File: config.mk
export PLATFORM = sky130hd
export DESIGN_NAME = rc6_ksched
export DESIGN_NICKNAME = d
export VERILOG_FILES = /design/src/rtl/rc6_pkg.sv /design/src/rtl/rc6_ksched.sv
export SDC_FILE = /design/constraint.sdc
export NUM_CORES = 1
export LEC_CHECK = 0
export ABC_AREA = 1
export BUFFER_PORTS_ARGS = -buffer_cell sky130_fd_sc_hd__buf_2
export CORE_MARGIN = 2
export CORE_UTILIZATION = 55
export CTS_CLUSTER_DIAMETER = 120
export DETAILED_ROUTE_END_ITERATION = 8
export GPL_TIMING_DRIVEN = 0
export PLACE_DENSITY = 0.72
export SETUP_SLACK_MARGIN = 0.3
export SYNTH_ARGS = -nofsm -noshare
export SYNTH_HDL_FRONTEND = slang
export SYNTH_SLANG_ARGS = --single-unit
export TNS_END_PERCENT = 100
File: constraint.sdc
create_clock -name clk_i -period 8.1 [get_ports clk_i]
set_clock_uncertainty 0.15 [all_clocks]
set_input_delay 1.62 -clock clk_i [delete_from_list [all_inputs] [get_ports clk_i]]
set_output_delay 1.62 -clock clk_i [all_outputs]
set_load 0.02 [all_outputs]
File: src/rtl/rc6_pkg.sv
// shared constants and helper functions for the rc6 block cipher
`timescale 1ns / 1ps
package rc6_pkg;

  // default round count
  localparam int unsigned ROUNDS_DEF = 20;

  // key schedule magic constants
  localparam logic [31:0] RC6_P = 32'hB7E15163;
  localparam logic [31:0] RC6_Q = 32'h9E3779B9;

  // configuration port
  localparam int unsigned CFG_IDX_W  = 2;
  localparam int unsigned CFG_DATA_W = 64;

  localparam logic [CFG_IDX_W-1:0] REG_KEY_LOW  = CFG_IDX_W'(0);
  localparam logic [CFG_IDX_W-1:0] REG_KEY_HIGH = CFG_IDX_W'(1);

  function automatic logic [31:0] rotl32(input logic [31:0] x, input logic [4:0] n);
    logic [63:0] w;
    w = {x, x} << n;
    return w[63:32];
  endfunction

  function automatic logic [31:0] rotr32(input logic [31:0] x, input logic [4:0] n);
    logic [63:0] w;
    w = {x, x} >> n;
    return w[31:0];
  endfunction

  // x * (2x + 1) modulo 2^32
  function automatic logic [31:0] mix_mul(input logic [31:0] x);
    logic [31:0] y;
    y = {x[30:0], 1'b1};
    return x * y;
  endfunction

endpackage

File: src/rtl/rc6_ksched.sv
// key schedule sequencer: table fill followed by the mixing pass
`timescale 1ns / 1ps
module rc6_ksched import rc6_pkg::*; #(
  parameter int unsigned ROUNDS = ROUNDS_DEF
) (
  input  logic                                  clk_i,
  input  logic                                  rst_ni,
  input  logic                                  start_i,
  input  logic [63:0]                           key_low_i,
  input  logic [63:0]                           key_high_i,
  output logic                                  key_ready_o,
  output logic                                  we_o,
  output logic [$clog2(2*ROUNDS+4)-1:0]         waddr_o,
  output logic [31:0]                           wdata_o,
  output logic [$clog2(2*ROUNDS+4)-1:0]         raddr_o,
  input  logic [31:0]                           rdata_i
);

  localparam int unsigned NKEYS = 2 * ROUNDS + 4;
  localparam int unsigned AW    = $clog2(NKEYS);
  localparam int unsigned STEPS = 3 * NKEYS;
  localparam int unsigned SW    = $clog2(STEPS);

  localparam logic [2:0] KS_INIT = 3'd0;
  localparam logic [2:0] KS_RD   = 3'd1;
  localparam logic [2:0] KS_A    = 3'd2;
  localparam logic [2:0] KS_B    = 3'd3;
  localparam logic [2:0] KS_DONE = 3'd4;

  logic [2:0]    state_q, state_d;
  logic [AW-1:0] i_q, i_d;
  logic [1:0]    j_q, j_d;
  logic [SW-1:0] step_q, step_d;
  logic [31:0]   acc_q, acc_d;
  logic [31:0]   a_q, b_q;
  logic [31:0]   lw_q [4];

  logic [31:0] a_new, ab_sum, b_sum, b_new;
  logic [AW-1:0] i_next;

  assign a_new  = rotl32(rdata_i + a_q + b_q, 5'd3);
  assign ab_sum = a_q + b_q;
  assign b_sum  = lw_q[j_q] + ab_sum;
  assign b_new  = rotl32(b_sum, ab_sum[4:0]);
  assign i_next = (i_q == AW'(NKEYS - 1)) ? '0 : i_q + AW'(1);

  assign key_ready_o = (state_q == KS_DONE);
  assign raddr_o     = i_q;
  assign waddr_o     = i_q;
  assign we_o        = (state_q == KS_INIT) || (state_q == KS_A);
  assign wdata_o     = (state_q == KS_INIT) ? acc_q : a_new;

  always_comb begin
    state_d = state_q;
    i_d     = i_q;
    j_d     = j_q;
    step_d  = step_q;
    acc_d   = acc_q;
    case (state_q)
      KS_INIT: begin
        acc_d = acc_q + RC6_Q;
        i_d   = i_next;
        if (i_q == AW'(NKEYS - 1)) begin
          j_d     = '0;
          step_d  = '0;
          state_d = KS_RD;
        end
      end
      KS_RD: state_d = KS_A;
      KS_A:  state_d = KS_B;
      KS_B: begin
        i_d = i_next;
        j_d = j_q + 2'd1;
        if (step_q == SW'(STEPS - 1)) begin
          state_d = KS_DONE;
        end else begin
          step_d  = step_q + SW'(1);
          state_d = KS_RD;
        end
      end
      KS_DONE: state_d = KS_DONE;
      default: state_d = KS_INIT;
    endcase
    if (start_i) begin
      state_d = KS_INIT;
      i_d     = '0;
      j_d     = '0;
      step_d  = '0;
      acc_d   = RC6_P;
    end
  end

  always_ff @(posedge clk_i or negedge rst_ni) begin
    if (!rst_ni) begin
      state_q <= KS_INIT;
      i_q     <= '0;
      j_q     <= '0;
      step_q  <= '0;
      acc_q   <= RC6_P;
    end else begin
      state_q <= state_d;
      i_q     <= i_d;
      j_q     <= j_d;
      step_q  <= step_d;
      acc_q   <= acc_d;
    end
  end

  // mixing registers, loaded during the fill
  always_ff @(posedge clk_i) begin
    case (state_q)
      KS_INIT: begin
        a_q      <= '0;
        b_q      <= '0;
        lw_q[0]  <= key_low_i[31:0];
        lw_q[1]  <= key_low_i[63:32];
        lw_q[2]  <= key_high_i[31:0];
        lw_q[3]  <= key_high_i[63:32];
      end
      KS_A: a_q <= a_new;
      KS_B: begin
        b_q       <= b_new;
        lw_q[j_q] <= b_new;
      end
      default: ;
    endcase
  end

endmodule

[After elaboration in Yosys (flattened, before gate mapping)]
Memories as Yosys holds them, arrays and structs flattened.
Cells that the tools add are included.
Cells by class
  $add $sub $neg: 8
  equal/unequal tests: 8
  shift-type cells: 1
  muxes and demuxes: 26
  reductions and logical operators: 11
Operators with widths (count)
  $add 32x32->32: 4
  $mux 32: 4
  $pmux 32 s2: 2
  $shl 64x5->64: 1
  $add 32x32->32 const B: 1
  $reduce_or 32->1: 1
  $mux 8: 3
  $mux 6: 3
  $pmux 8 s2: 1
  $pmux 3 s5: 1
  $mux 3: 3
  $add 8x1->8 const B: 1
  $eq 8x8->1 const B: 1
  $reduce_bool 2->1: 4
  $add 6x1->6 const B: 1
  $eq 3x2->1 const B: 2
  $eq 6x6->1 const B: 1
  $mux 2: 3
  $ne 3x3->1 const B: 2
  $mux 1: 5
  $pmux 2 s2: 1
  $eq 3x1->1 const B: 1
  $eq 3x3->1 const B: 1
  $logic_not 3->1: 1
  other kinds (6): 6
Word-level totals
  register bits after elaboration: 115
  memory bits (writable): 128
  bits of input ports: 163
  output and inout bits: 46
  word-level logic and storage cells: 62
  memories: 1
Memory list
  lw_q: words 4, bits a word 32, rd ports 1, clocked after Yosys merged registers in 0, write ports 4, RTL line rc6_ksched.sv:36  | logic [31:0] lw_q [4];

[Longest topological paths before layout]
  word-level depth: 5
  gate-level depth with buffers: 32
  gate-level depth less buffers: 32

[Worst setup path before layout]
Ideal clock, no wire load.
  kind: input-to-output
  start: input rdata_i[1]
  end: output wdata_o[2]
  arrival: 4.501 ns
  required time: 6.330 ns
  slack: 1.829 ns
  stages: 14
  buffers on the path: 0
  cell sequence: fa_1 > ha_1 > inv_1 > fa_1 > nand3b_1 > nand2_1 > a21oi_2 > o21ai_1 > a21oi_2 > o21ai_2 > a21oi_2 > o211ai_1 > xor2_1 > o21ai_0
Between the ends
  cells in the longest elaborated chain, start to end: 3
Ends and longest elaborated chain
  start: declaration: RTL line rc6_ksched.sv:16  | input logic [31:0] rdata_i
  $add 32x32->32 (2 in a row): RTL line rc6_ksched.sv:41  | assign a_new = rotl32(rdata_i + a_q + b_q, 5'd3);
  $mux 32: RTL line rc6_ksched.sv:51  | assign wdata_o = (state_q == KS_INIT) ? acc_q : a_new;
  end: declaration: RTL line rc6_ksched.sv:14  | output logic [31:0] wdata_o,
Every way passes these cells.

[Final worst setup path]
Ends and elaborated chain as after synthesis.

==> flow_summary.toml <==
[die]
die-area_sq_um = 37300
core_sq_um = 35400
die_h_um = 193
start_util_pct = 55.6
io_pins = 209
die_width_um = 193
rows = 69

[yosys]
synth.area.top_cells = "edfxtp_1, nand2_1, nand3_1"
synth_seq_cells = 243
yosys.area.top_type_share_pct = 29.3
synth_edf_count = 192
avgSynthCellArea_sq_um = 7.55
ys.flop_type = "edfxtp_1"
yosysWarningCount = 0
async_reset_ff_share_pct = 21.0
ys_seq_area_share_pct = 35.9
synthCells = 2607
yosysTopAreaCell = "edfxtp_1"
ys_types = 57
netlist_area_sq_um = 19700
synth_fp_nets = 2898

[timing]
setup-violations-final = 0
slew_headroom_pct = 22.8
fin_crit_ns = 7.42
maxSlewViolCount = 0
grt_setup_unrepaired = "false"
tightest_slew_ns = 1.15
finalHoldViolCount = 0
max_freq_mhz = 135
setup_tns_ns = 0
fin_crit_sh_pct = 91.6

[clock_network]
clk_latency_ns = 0.57
cts.sinks = 243
clk_pin_slew_worst_paths_ns = 0.06
tritoncts = "done"
post-cts-setup-buffer-count = 0
h-tree-depth = 1
cts-root-buf = "clkbuf_16"
clk_path_buf_depth = 3
cts_made_buffers = 27
cts_resized = 0
holdBufCountCts = 0

[global_route]
grt_use_total_pct = 38.2
antenna_found_initial = 1
use_met3_pct = 7.26
grt-ovfl-total = 0
grt_max_degree = 52
grt_util_met2_pct = 56.0
grt_pass1_vias = 17933
met1_usage_pct = 55.7
top_usage_layer = "met2"
grt_pass1_wl_mm = 106

[hold_path]
hold_class = "flip-flop to flip-flop"
hold_start = "acc_q[30]"

[route]
drc = 0
vias = 19842
vias_per_cell = 5.96
drt_iter0_drc = 2549
firstDrtPassIters = 6
wl_per_cell_um = 21.8
wl_mm = 72.4
ant_nets = 0

[run_status]
outcome = "finished clean"

[layout]
syn_to_final_growth_pct = 13.0
stdcell_area_sq_um = 22200
fillers = 3185
drive_gt1_share_pct = 15.9
nNetsFinal = 3136

[worst_setup_path]
critPathLaunch = "rdata_i[1]"
crit_required_ns = 6.33
path_max_fanout = 4
crit_type = "input port to primary output"
critPathLaunchType = "input port"
r2r-start = "a_q[0]"
crit_arrival_ns = 5.65
end_kind = "primary output"

[placed_design]
dpl_cell_area_sq_um = 21300
port_buffers = 207
gp_congestion = 1.06
dp_hpwl_mm = 58.6

[flow_run]
drv_cap = 0
==> cells in the final DEF (no fill, tap or decap), types with 6 or more instances in the layout <==
cell	count
nand3_2	33
nor2_2	8
nand3b_1	6
a31oi_1	12
clkinv_1	7
clkinv_2	6
nand2_1	721
inv_2	17
dfrtp_1	34
edfxtp_1	192
inv_1	234
nor4_1	6
o22ai_1	33
a21oi_1	126
a21o_1	6
clkbuf_8	22
nand2_2	58
o21ai_0	180
clkbuf_1	38
buf_1	11
dfstp_2	17
xnor2_1	38
buf_4	11
nand4_1	15
nor3_1	22
nand2_4	10
nand3_1	313
fa_1	34
nor2_1	203
buf_2	222
clkbuf_16	27
o21ai_1	12
ha_1	94
xor2_1	37
==> worst max-delay path, stage by stage <==
cell and delay [ns]:
buf_2 0.12, fa_1 0.53, ha_1 0.13, inv_1 0.07
fa_1 0.45, nand3b_1 0.17, nand2_1 0.13, a21oi_2 0.09
o21ai_1 0.49, a21oi_2 0.24, o21ai_2 0.36, a21oi_2 0.16
o211ai_1 0.23, xor2_1 0.50, o21ai_0 0.16, buf_2 0.19
==> registers in the layout, indices dropped and copies added, names as in the netlist <==
name / flops
raddr_o: 6
acc_q: 32
b_q: 32
state_q: 3
a_q: 32
j_q: 2
step_q: 8
lw_q: 128
==> worst paths after layout <==
check / slack (ns) / endpoint / cells past startpoint
max reg2reg: 1.46 / lw_q[2][23] / 27
max: 0.68 / wdata_o[2] / 16
max in group asynchronous: 6.28 / acc_q[28] / 2
min in group asynchronous: 0.87 / acc_q[9] / 1
min: 0.35 / acc_q[30] / 1
min reg2reg: 0.35 / acc_q[30] / 1
==> metrics by stage <==
step / utilization [%] / hold slack [ns] / instances / setup slack (ns)
final: 62.8 / 0.349 / 3328 / 0.677
after global routing: 62.8 / 0.369 / 3328 / 0.477
after CTS: 62.8 / 0.345 / 3326 / 0.843
after detailed placement: 60.3 / 0.336 / 3276 / 0.860
after global placement: 60.2 / 0.339 / 3275 / 0.838
after floorplan: - / 0.306 / 2607 / 1.83
==> logic make-up after synthesis <==
kind of cell / after synthesis / share of synthesized area [%]
AOI/OAI and AO/OA: 401 / 11.1
xor gates and xnor gates: 76 / 3.42
adders and majority gates: 128 / 9.43
buffers and inverters: 352 / 8.41
DFF: 243 / 35.9
and+or+nand+nor: 1407 / 31.8
==> cell usage after synthesis (all sizes together), types with 4 or more instances <==
library cell,number
nand2,789
nand3,346
inv,251
nor2,213
o21ai,193
edfxtp,192
a21oi,129
ha,94
clkbuf,56
buf,42
xnor2,38
xor2,38
dfrtp,34
fa,34
o22ai,33
nor3,24
dfstp,17
nand4,15
a31oi,12
a21o,6
nand3b,6
nor4,6
o21a,5
o21bai,5
o211ai,4
==> layer usage <==
metal / vias to the layer above / part of all wire [%]
li1: 9214 / -
met1: 9251 / 41
met2: 1232 / 42
met3: 145 / 12
met4: 0 / 4.3
met5: - / 0
==> final cells by class <==
cell class | instances | area [sq um] | share of cell area (%)
multi-input combinational | 2012 | 11000 | 49.4
sequential | 243 | 7060 | 31.8
timing repair buffer | 209 | 1080 | 4.84
inverter | 252 | 946 | 4.25
buffer | 100 | 709 | 3.19
clock buffer | 32 | 694 | 3.12
tap | 461 | 577 | 2.59
clock inverter | 18 | 189 | 0.849
antenna | 1 | 2.50 | 0.0113
Power is not shown: default switching activity piles up to over one toggle a cycle in this logic, so the estimate is an artifact.
