==> src/rtl/rc6_pkg.sv <==
// shared constants and helper functions for the rc6 block cipher
`timescale 1ns / 1ps
package rc6_pkg;

  // default round count
  localparam int unsigned ROUNDS_DEF = 20;

  // key schedule magic constants
  localparam logic [31:0] RC6_P = 32'hB7E15163;
  localparam logic [31:0] RC6_Q = 32'h9E3779B9;

  // configuration port
  localparam int unsigned CFG_IDX_W  = 2;
  localparam int unsigned CFG_DATA_W = 64;

  localparam logic [CFG_IDX_W-1:0] REG_KEY_LOW  = CFG_IDX_W'(0);
  localparam logic [CFG_IDX_W-1:0] REG_KEY_HIGH = CFG_IDX_W'(1);

  function automatic logic [31:0] rotl32(input logic [31:0] x, input logic [4:0] n);
    logic [63:0] w;
    w = {x, x} << n;
    return w[63:32];
  endfunction

  function automatic logic [31:0] rotr32(input logic [31:0] x, input logic [4:0] n);
    logic [63:0] w;
    w = {x, x} >> n;
    return w[31:0];
  endfunction

  // x * (2x + 1) modulo 2^32
  function automatic logic [31:0] mix_mul(input logic [31:0] x);
    logic [31:0] y;
    y = {x[30:0], 1'b1};
    return x * y;
  endfunction

endpackage

==> src/rtl/rc6_core.sv <==
// block datapath: one shared multiplier and round logic under a sequencer
`timescale 1ns / 1ps
module rc6_core import rc6_pkg::*; #(
  parameter int unsigned ROUNDS = ROUNDS_DEF
) (
  input  logic                          clk_i,
  input  logic                          rst_ni,
  input  logic                          key_ready_i,
  input  logic                          in_valid_i,
  output logic                          in_ready_o,
  input  logic                          mode_i,
  input  logic [63:0]                   block_low_i,
  input  logic [63:0]                   block_high_i,
  output logic                          out_valid_o,
  input  logic                          out_ready_i,
  output logic [63:0]                   result_low_o,
  output logic [63:0]                   result_high_o,
  output logic [$clog2(ROUNDS+2)-1:0]   kpair_o,
  input  logic [31:0]                   key_even_i,
  input  logic [31:0]                   key_odd_i
);

  localparam int unsigned PW = $clog2(ROUNDS + 2);

  localparam logic [2:0] ST_IDLE    = 3'd0;
  localparam logic [2:0] ST_PRE_RD  = 3'd1;
  localparam logic [2:0] ST_PRE_AP  = 3'd2;
  localparam logic [2:0] ST_MUL1    = 3'd3;
  localparam logic [2:0] ST_MUL2    = 3'd4;
  localparam logic [2:0] ST_RND     = 3'd5;
  localparam logic [2:0] ST_POST_RD = 3'd6;
  localparam logic [2:0] ST_POST_AP = 3'd7;

  logic [2:0]    state_q, state_d;
  logic [PW-1:0] kp_q, kp_d;
  logic          out_valid_q, out_valid_d;
  logic          mode_q;
  logic [31:0]   wa_q, wb_q, wc_q, wd_q;
  logic [31:0]   p_q, t_q;
  logic [63:0]   res_low_q, res_high_q;

  logic          accept, load, last_round;
  logic [PW-1:0] kp_step;
  logic [31:0]   mul_in, mul_out, u_val;
  logic [31:0]   enc_a, enc_c, dec_a, dec_c;

  assign in_ready_o    = (state_q == ST_IDLE) && key_ready_i;
  assign accept        = in_valid_i && in_ready_o;
  assign load          = (state_q == ST_POST_AP) && (!out_valid_q || out_ready_i);
  assign kp_step       = mode_q ? kp_q - PW'(1) : kp_q + PW'(1);
  assign last_round    = mode_q ? (kp_q == PW'(1)) : (kp_q == PW'(ROUNDS));
  assign kpair_o       = kp_q;
  assign out_valid_o   = out_valid_q;
  assign result_low_o  = res_low_q;
  assign result_high_o = res_high_q;

  // shared multiplier: f(b) in the first pass, f(d) in the second; decrypt uses wa_q, then wc_q
  always_comb begin
    if (state_q == ST_MUL1) begin
      mul_in = mode_q ? wa_q : wb_q;
    end else begin
      mul_in = mode_q ? wc_q : wd_q;
    end
  end
  assign mul_out = mix_mul(mul_in);
  assign u_val   = rotl32(p_q, 5'd5);

  assign enc_a = rotl32(wa_q ^ t_q, u_val[4:0]) + key_even_i;
  assign enc_c = rotl32(wc_q ^ u_val, t_q[4:0]) + key_odd_i;
  assign dec_a = rotr32(wd_q - key_even_i, u_val[4:0]) ^ t_q;
  assign dec_c = rotr32(wb_q - key_odd_i, t_q[4:0]) ^ u_val;

  always_comb begin
    state_d = state_q;
    kp_d    = kp_q;
    case (state_q)
      ST_IDLE: begin
        if (accept) begin
          state_d = ST_PRE_RD;
          kp_d    = mode_i ? PW'(ROUNDS + 1) : '0;
        end
      end
      ST_PRE_RD: state_d = ST_PRE_AP;
      ST_PRE_AP: begin
        kp_d    = kp_step;
        state_d = ST_MUL1;
      end
      ST_MUL1: state_d = ST_MUL2;
      ST_MUL2: state_d = ST_RND;
      ST_RND: begin
        kp_d    = kp_step;
        state_d = last_round ? ST_POST_RD : ST_MUL1;
      end
      ST_POST_RD: state_d = ST_POST_AP;
      ST_POST_AP: begin
        if (load) begin
          state_d = ST_IDLE;
        end
      end
      default: state_d = ST_IDLE;
    endcase
  end

  always_comb begin
    out_valid_d = out_valid_q;
    if (out_valid_q && out_ready_i) begin
      out_valid_d = 1'b0;
    end
    if (load) begin
      out_valid_d = 1'b1;
    end
  end

  always_ff @(posedge clk_i or negedge rst_ni) begin
    if (!rst_ni) begin
      state_q     <= ST_IDLE;
      kp_q        <= '0;
      out_valid_q <= 1'b0;
    end else begin
      state_q     <= state_d;
      kp_q        <= kp_d;
      out_valid_q <= out_valid_d;
    end
  end

  always_ff @(posedge clk_i) begin
    case (state_q)
      ST_IDLE: begin
        if (accept) begin
          mode_q <= mode_i;
          wa_q   <= block_low_i[31:0];
          wb_q   <= block_low_i[63:32];
          wc_q   <= block_high_i[31:0];
          wd_q   <= block_high_i[63:32];
        end
      end
      ST_PRE_AP: begin
        if (mode_q) begin
          wa_q <= wa_q - key_even_i;
          wc_q <= wc_q - key_odd_i;
        end else begin
          wb_q <= wb_q + key_even_i;
          wd_q <= wd_q + key_odd_i;
        end
      end
      ST_MUL1: p_q <= mul_out;
      ST_MUL2: begin
        t_q <= rotl32(p_q, 5'd5);
        p_q <= mul_out;
      end
      ST_RND: begin
        if (mode_q) begin
          wa_q <= dec_a;
          wb_q <= wa_q;
          wc_q <= dec_c;
          wd_q <= wc_q;
        end else begin
          wa_q <= wb_q;
          wb_q <= enc_c;
          wc_q <= wd_q;
          wd_q <= enc_a;
        end
      end
      ST_POST_AP: begin
        if (load) begin
          if (mode_q) begin
            res_low_q  <= {wb_q - key_even_i, wa_q};
            res_high_q <= {wd_q - key_odd_i, wc_q};
          end else begin
            res_low_q  <= {wb_q, wa_q + key_even_i};
            res_high_q <= {wd_q, wc_q + key_odd_i};
          end
        end
      end
      default: ;
    endcase
  end

endmodule
==> config.mk <==
export PLATFORM = sky130hd
export DESIGN_NAME = rc6_core
export DESIGN_NICKNAME = d
export VERILOG_FILES = /design/src/rtl/rc6_pkg.sv /design/src/rtl/rc6_core.sv
export SDC_FILE = /design/constraint.sdc
export NUM_CORES = 2
export LEC_CHECK = 0
export BUFFER_PORTS_ARGS = -buffer_cell sky130_fd_sc_hd__buf_2
export CORE_UTILIZATION = 45
export CTS_CLUSTER_DIAMETER = 150
export CTS_CLUSTER_SIZE = 24
export DETAILED_ROUTE_END_ITERATION = 12
export PLACE_DENSITY = 0.66
export SLEW_MARGIN = 20
export SYNTH_ARGS = -nofsm -noshare
export SYNTH_HDL_FRONTEND = slang
export SYNTH_SLANG_ARGS = --single-unit
==> constraint.sdc <==
create_clock -name clk_i -period 11.8 [get_ports clk_i]
set_input_delay 2.36 -clock clk_i [delete_from_list [all_inputs] [get_ports clk_i]]
set_output_delay 2.36 -clock clk_i [all_outputs]
set_load 0.01 [all_outputs]
### Yosys cells after proc, flatten, opt, wreduce, memory -nomap -nowiden

Index checks and enable logic that the tools add are counted.

| word-level totals | value |
|---|---|
| output and inout port bits | 135 |
| register bits | 330 |
| bits of input ports | 198 |
| word-level logic and storage cells | 98 |

| cells by class | value |
|---|---|
| equality and inequality tests | 13 |
| $mul | 1 |
| bitwise operators | 4 |
| reduce and logical (&&, ||, !) cells | 18 |
| muxes and demuxes | 32 |
| add/subtract/negate cells | 14 |
| shift-type cells | 4 |

Operators with widths:

| operator | number |
|---|---|
| $mux 32 | 15 |
| $pmux 32 s3 | 4 |
| $add 32x32->32 | 6 |
| $sub 32x32->32 | 6 |
| $mux 64 | 2 |
| $shl 64x5->64 | 2 |
| $shr 64x5->32 | 2 |
| $xor 32x32->32 | 4 |
| $mul 32x32->32 | 1 |
| $pmux 3 s8 | 1 |
| $mux 5 | 3 |
| $eq 3x3->1 const B | 4 |
| $pmux 5 s2 | 1 |
| $mux 3 | 3 |
| $ne 2x2->1 const B | 4 |
| $reduce_and 2->1 | 4 |
| $eq 3x2->1 const B | 2 |
| $reduce_and 3->1 | 2 |
| $add 5x1->5 const B | 1 |
| $eq 5x1->1 const B | 1 |
| $eq 5x5->1 const B | 1 |
| $sub 5x1->5 const B | 1 |
| $logic_and 1x1->1 | 4 |
| $reduce_bool 2->1 | 2 |
| other kinds (7) | 10 |

### Longest topological paths before layout

| depth | value |
|---|---|
| depth in word-level cells | 5 |
| gate-level depth with buffers | 38 |
| mapped depth without buffers | 34 |

### Worst setup path before layout

OpenSTA, ideal clock, no wires.

| timing path | value |
|---|---|
| path type | reg-to-reg |
| start | register state_q[1] |
| end | register p_q[31] (data pin) |
| cell stages (with the launch flop) | 34 |
| setup slack | 3084 ps |
| library setup time | 261 ps |
| clock period less this slack | 8716 ps |
| arrival | 8455 ps |
| buffers on the path | 4 |
| data required time | 11539 ps |
| cell sequence | dfrtp_1 -> ha_1 -> nor2b_1 -> clkbuf_1 -> clkbuf_1 -> clkbuf_1 -> nand2_1 -> nand3_1 -> o21a_1 -> inv_1 -> clkbuf_1 -> nor2_1 -> fa_1 -> fa_1 -> fa_1 -> inv_1 -> fa_1 -> inv_1 -> fa_1 -> inv_1 -> fa_1 -> inv_1 -> fa_1 -> fa_1 -> ha_1 -> nand2_1 -> nor4_1 -> nor2_1 -> a21oi_1 -> a41oi_1 -> a21oi_1 -> a41o_1 -> nor4_1 -> a311o_1 |

| between the ends | value |
|---|---|
| cells in the longest elaborated chain, start to end | 3 |

Ends and longest elaborated chain:

| what | RTL line | source |
|---|---|---|
| from (decl) | rc6_core.sv:34 | `logic [2:0] state_q, state_d;` |
| from (signal assigned) | rc6_core.sv:120 | `state_q <= state_d;` |
| $eq 3x2->1 | rc6_core.sv:59 | `if (state_q == ST_MUL1) begin` |
| $mux 32 | rc6_core.sv:59 |  |
| $mul 32x32->32 | rc6_pkg.sv:35 | `return x * y;` |
| via mul_out[31] | rc6_core.sv:44 | `logic [31:0] mul_in, mul_out, u_val;` |
| to (signal assigned) | rc6_core.sv:146 | `ST_MUL1: p_q <= mul_out;` |
| to (signal assigned) | rc6_core.sv:149 | `p_q <= mul_out;` |
| to (decl) | rc6_core.sv:39 | `logic [31:0] p_q, t_q;` |

The timed path passes the listed nets, and every way through them passes these cells.
A chain may end at the register's enable or synchronous reset.

### Worst setup path in the final report

Same ends and word-level chain as after synthesis.

==> results by group <==
Run status
  • Outcome: completed

Synth
  • Sequential-to-total area share from yosys stat: between 15 and 20%
  • Ys flop type: edfxtp_1
  • Synth Cell Area: 55490 um2
  • Synth top area cells: edfxtp_1 17%, fa_1 14%, ha_1 11%, xnor2_1 5.8%, inv_1 4.6%
  • Yosys cell types: 94
  • Most numerous cell in the Yosys netlist: inv_1
  • Area leader, netlist: edfxtp_1
  • Synth Net Count: about 7500
  • Async SR Flop Fraction: roughly 2.7%
  • Commonest cells in the netlist: 682 x inv_1, 594 x nor2_1, 524 x nand2_1
  • Top cell type's share of synthesized area: between 10% and 20%
  • Post-Synthesis Cells: between 6000 and 7000
  • Synthesized area per cell: ~8.6 um2
  • Number of synthesized flops with an enable pin: ~320
  • Yosys reg bits: 330
  • Warnings from Yosys: 0

Critical path
  • Critical Path AT: 10860 ps
  • Most used cell, CP: fa_1
  • Critical path launch point type: flop
  • Largest stage delay, worst path: 690 ps
  • Nature of the critical path endpoint: flop
  • Slowest-stage cell, CP: nor2b_4
  • Crit path buf inv count: 6
  • Worst setup path category: reg -> reg
  • Critical path's top delay family: adder cells
  • Crit Path Max Fanout: 28
  • WP data required: ~12000 ps

Clocking
  • Maximum level of the CTS H-tree: 1
  • Post-CTS Setup Bufs: 0
  • CTS tree: done
  • Worst-Skew Late Latency: roughly 670 ps
  • Clock transition at path regs: around 100 ps
  • Clk buf depth: 3
  • Root Driver: clkbuf_16
  • # resized after CTS: 0
  • CTS sink cnt: between 300 and 400
  • CTS Hold Bufs: 0
  • CTS Buf Count: 20

Finish
  • Design Area, Final: 59560 um2
  • Fillcell total: 11946
  • Layout cell share with drive strength beyond 1: 11.51%
  • Util after Layout: 48.81%
  • Syn-to-layout area delta: 7.334%
  • Layout Nets: between 7000 and 8000

Placed design
  • IO Port Bufs: around 330
  • Post-DP HPWL: around 220 mm
  • Gpl congestion: between 1 and 1.5
  • Cell Area, Placed: between 50000 and 60000 um2
  • DP Worst Slack: between 1000 and 1500 ps

GRT
  • Largest net degree at the start of global routing: 94
  • First-pass GRT wire length: 374.5 mm
  • Total track usage: approximately two fifths
  • Grt met3 use: approximately 9.9%
  • Met2 Track Usage GR: between 60 and 70%
  • Vias in the first global route: roughly 51000
  • GRT Residual Overflow: 0
  • GRT busiest layer: met2
  • Grt met1 use: about 53%
  • Initial antenna violation count: 20

Routing
  • DR vias: 53302
  • Iter 0 DRT Violations: roughly 7400
  • Antenna Nets Post-Route: 0
  • Detailed Routing Iterations Pass 1: 9
  • Drt drc: 0
  • Final wirelength: about 270 mm
  • Vias per inst: approximately 6.5
  • Routed wire per std cell: 32.71 um

Job
  • Max_cap viols: 0

STA
  • Final period util: around nine tenths
  • Fin Setup TNS: 0 ps
  • Fin. Hold Viols: 0
  • Slew Viols, Final: 0
  • Worst-Margin Slew: 1132 ps
  • Headroom to the max-slew limit: 23.86%
  • Clk_skew: between 60 and 70 ps
  • RSZ-0062 raised after global routing: false
  • Max Freq: between 0.09 and 0.1 GHz
  • Worst setup margin: between 1000 and 1500 ps
  • Finish-stage setup viols: 0
  • Min Clock Period, post-route: between 10000 and 15000 ps

Floorplanning
  • Die area: around 120000 um2
  • Die Y: ~350 um
  • Cell Rows: ~130
  • I/O pin cnt: ~330
  • Die width: about 350 um
  • Initial core utilization: 45.47%
  • Core Area: roughly 120000 um2

Hold path
  • Class of the worst hold path: reg -> reg
[cells in the final DEF (no fill, tap or decap), types with 88 or more instances in the layout]
master	count
inv_1	677
nor2_1	590
nand2_1	523
ha_1	508
a21oi_1	427
fa_1	379
xnor2_1	365
o21ai_0	361
buf_2	332
edfxtp_1	321
mux2i_1	181
xor2_1	129
nor3_1	115
buf_4	111
mux4_2	104
a21o_1	100
nand3_1	88
[area by class of cell]
type / count / area, um2 / area share, %
tap: 1625 / 2033 / 3.413
antenna: 10 / 25.02 / 0.04201
multi-input combinational: 5061 / 41860 / 70.28
inverter: 693 / 2603 / 4.369
clock inverter: 10 / 110.1 / 0.1849
clock buffer: 21 / 525.5 / 0.8822
timing repair buffer: 446 / 2542 / 4.268
sequential: 330 / 9864 / 16.56
[state kept, by name (all words and copies together), names as in the netlist, 5 cells and up]
register	cells
wc_q	32
wa_q	32
t_q	32
p_q	32
wb_q	32
result_low_o	64
kpair_o	5
wd_q	32
result_high_o	64
[metal layers]
layer  vias up  wire (um)
met4        12      18880
met3       709      28930
li1      22915          -
met5         -        117
met2      3226     118200
met1     26440     102000
[stage by stage]
step	cells	hold WS (ps)
3_3_place_gp	8154	542.9
2_1_floorplan	6420	424.4
4_1_cts	8185	579.5
3_5_place_dp	8154	556.3
5_1_grt	8186	627.8
6_report	8196	588.8
[worst register-to-register path: cells and delay by family, from the launching register on]
family,cells,cell delay (ps)
buffers and inverters,6,1200
AOI/OAI and AO/OA,6,1990
and+or+nand+nor,8,2080
DFF,1,400
adders and majority gates,10,4560
[logic make-up after synthesis]
logic type	share of synthesized area [%]
compound gates	19.26
simple gates	13.67
xor+xnor	7.826
buf+inv	6.971
mux	9.373
fa+ha+maj	25.13
flops	17.78
[worst paths after layout]
check | slack [ps] | start | end | cells past startpoint
worst min-delay path | 590 | state_q[1] | state_q[1] | 1
max in group asynchronous | 10040 | rst_ni | state_q[1] | 1
worst max register to register | 1320 | state_q[1] | p_q[31] | 30
worst min register to register | 590 | state_q[1] | state_q[1] | 1
min in group asynchronous | 1570 | rst_ni | kpair_o[1] | 1
worst max-delay path | 1320 | state_q[1] | p_q[31] | 30
Power is left out: the tool's default activity adds up to more than one toggle a clock period on the data nets, which glitch-free logic cannot reach.
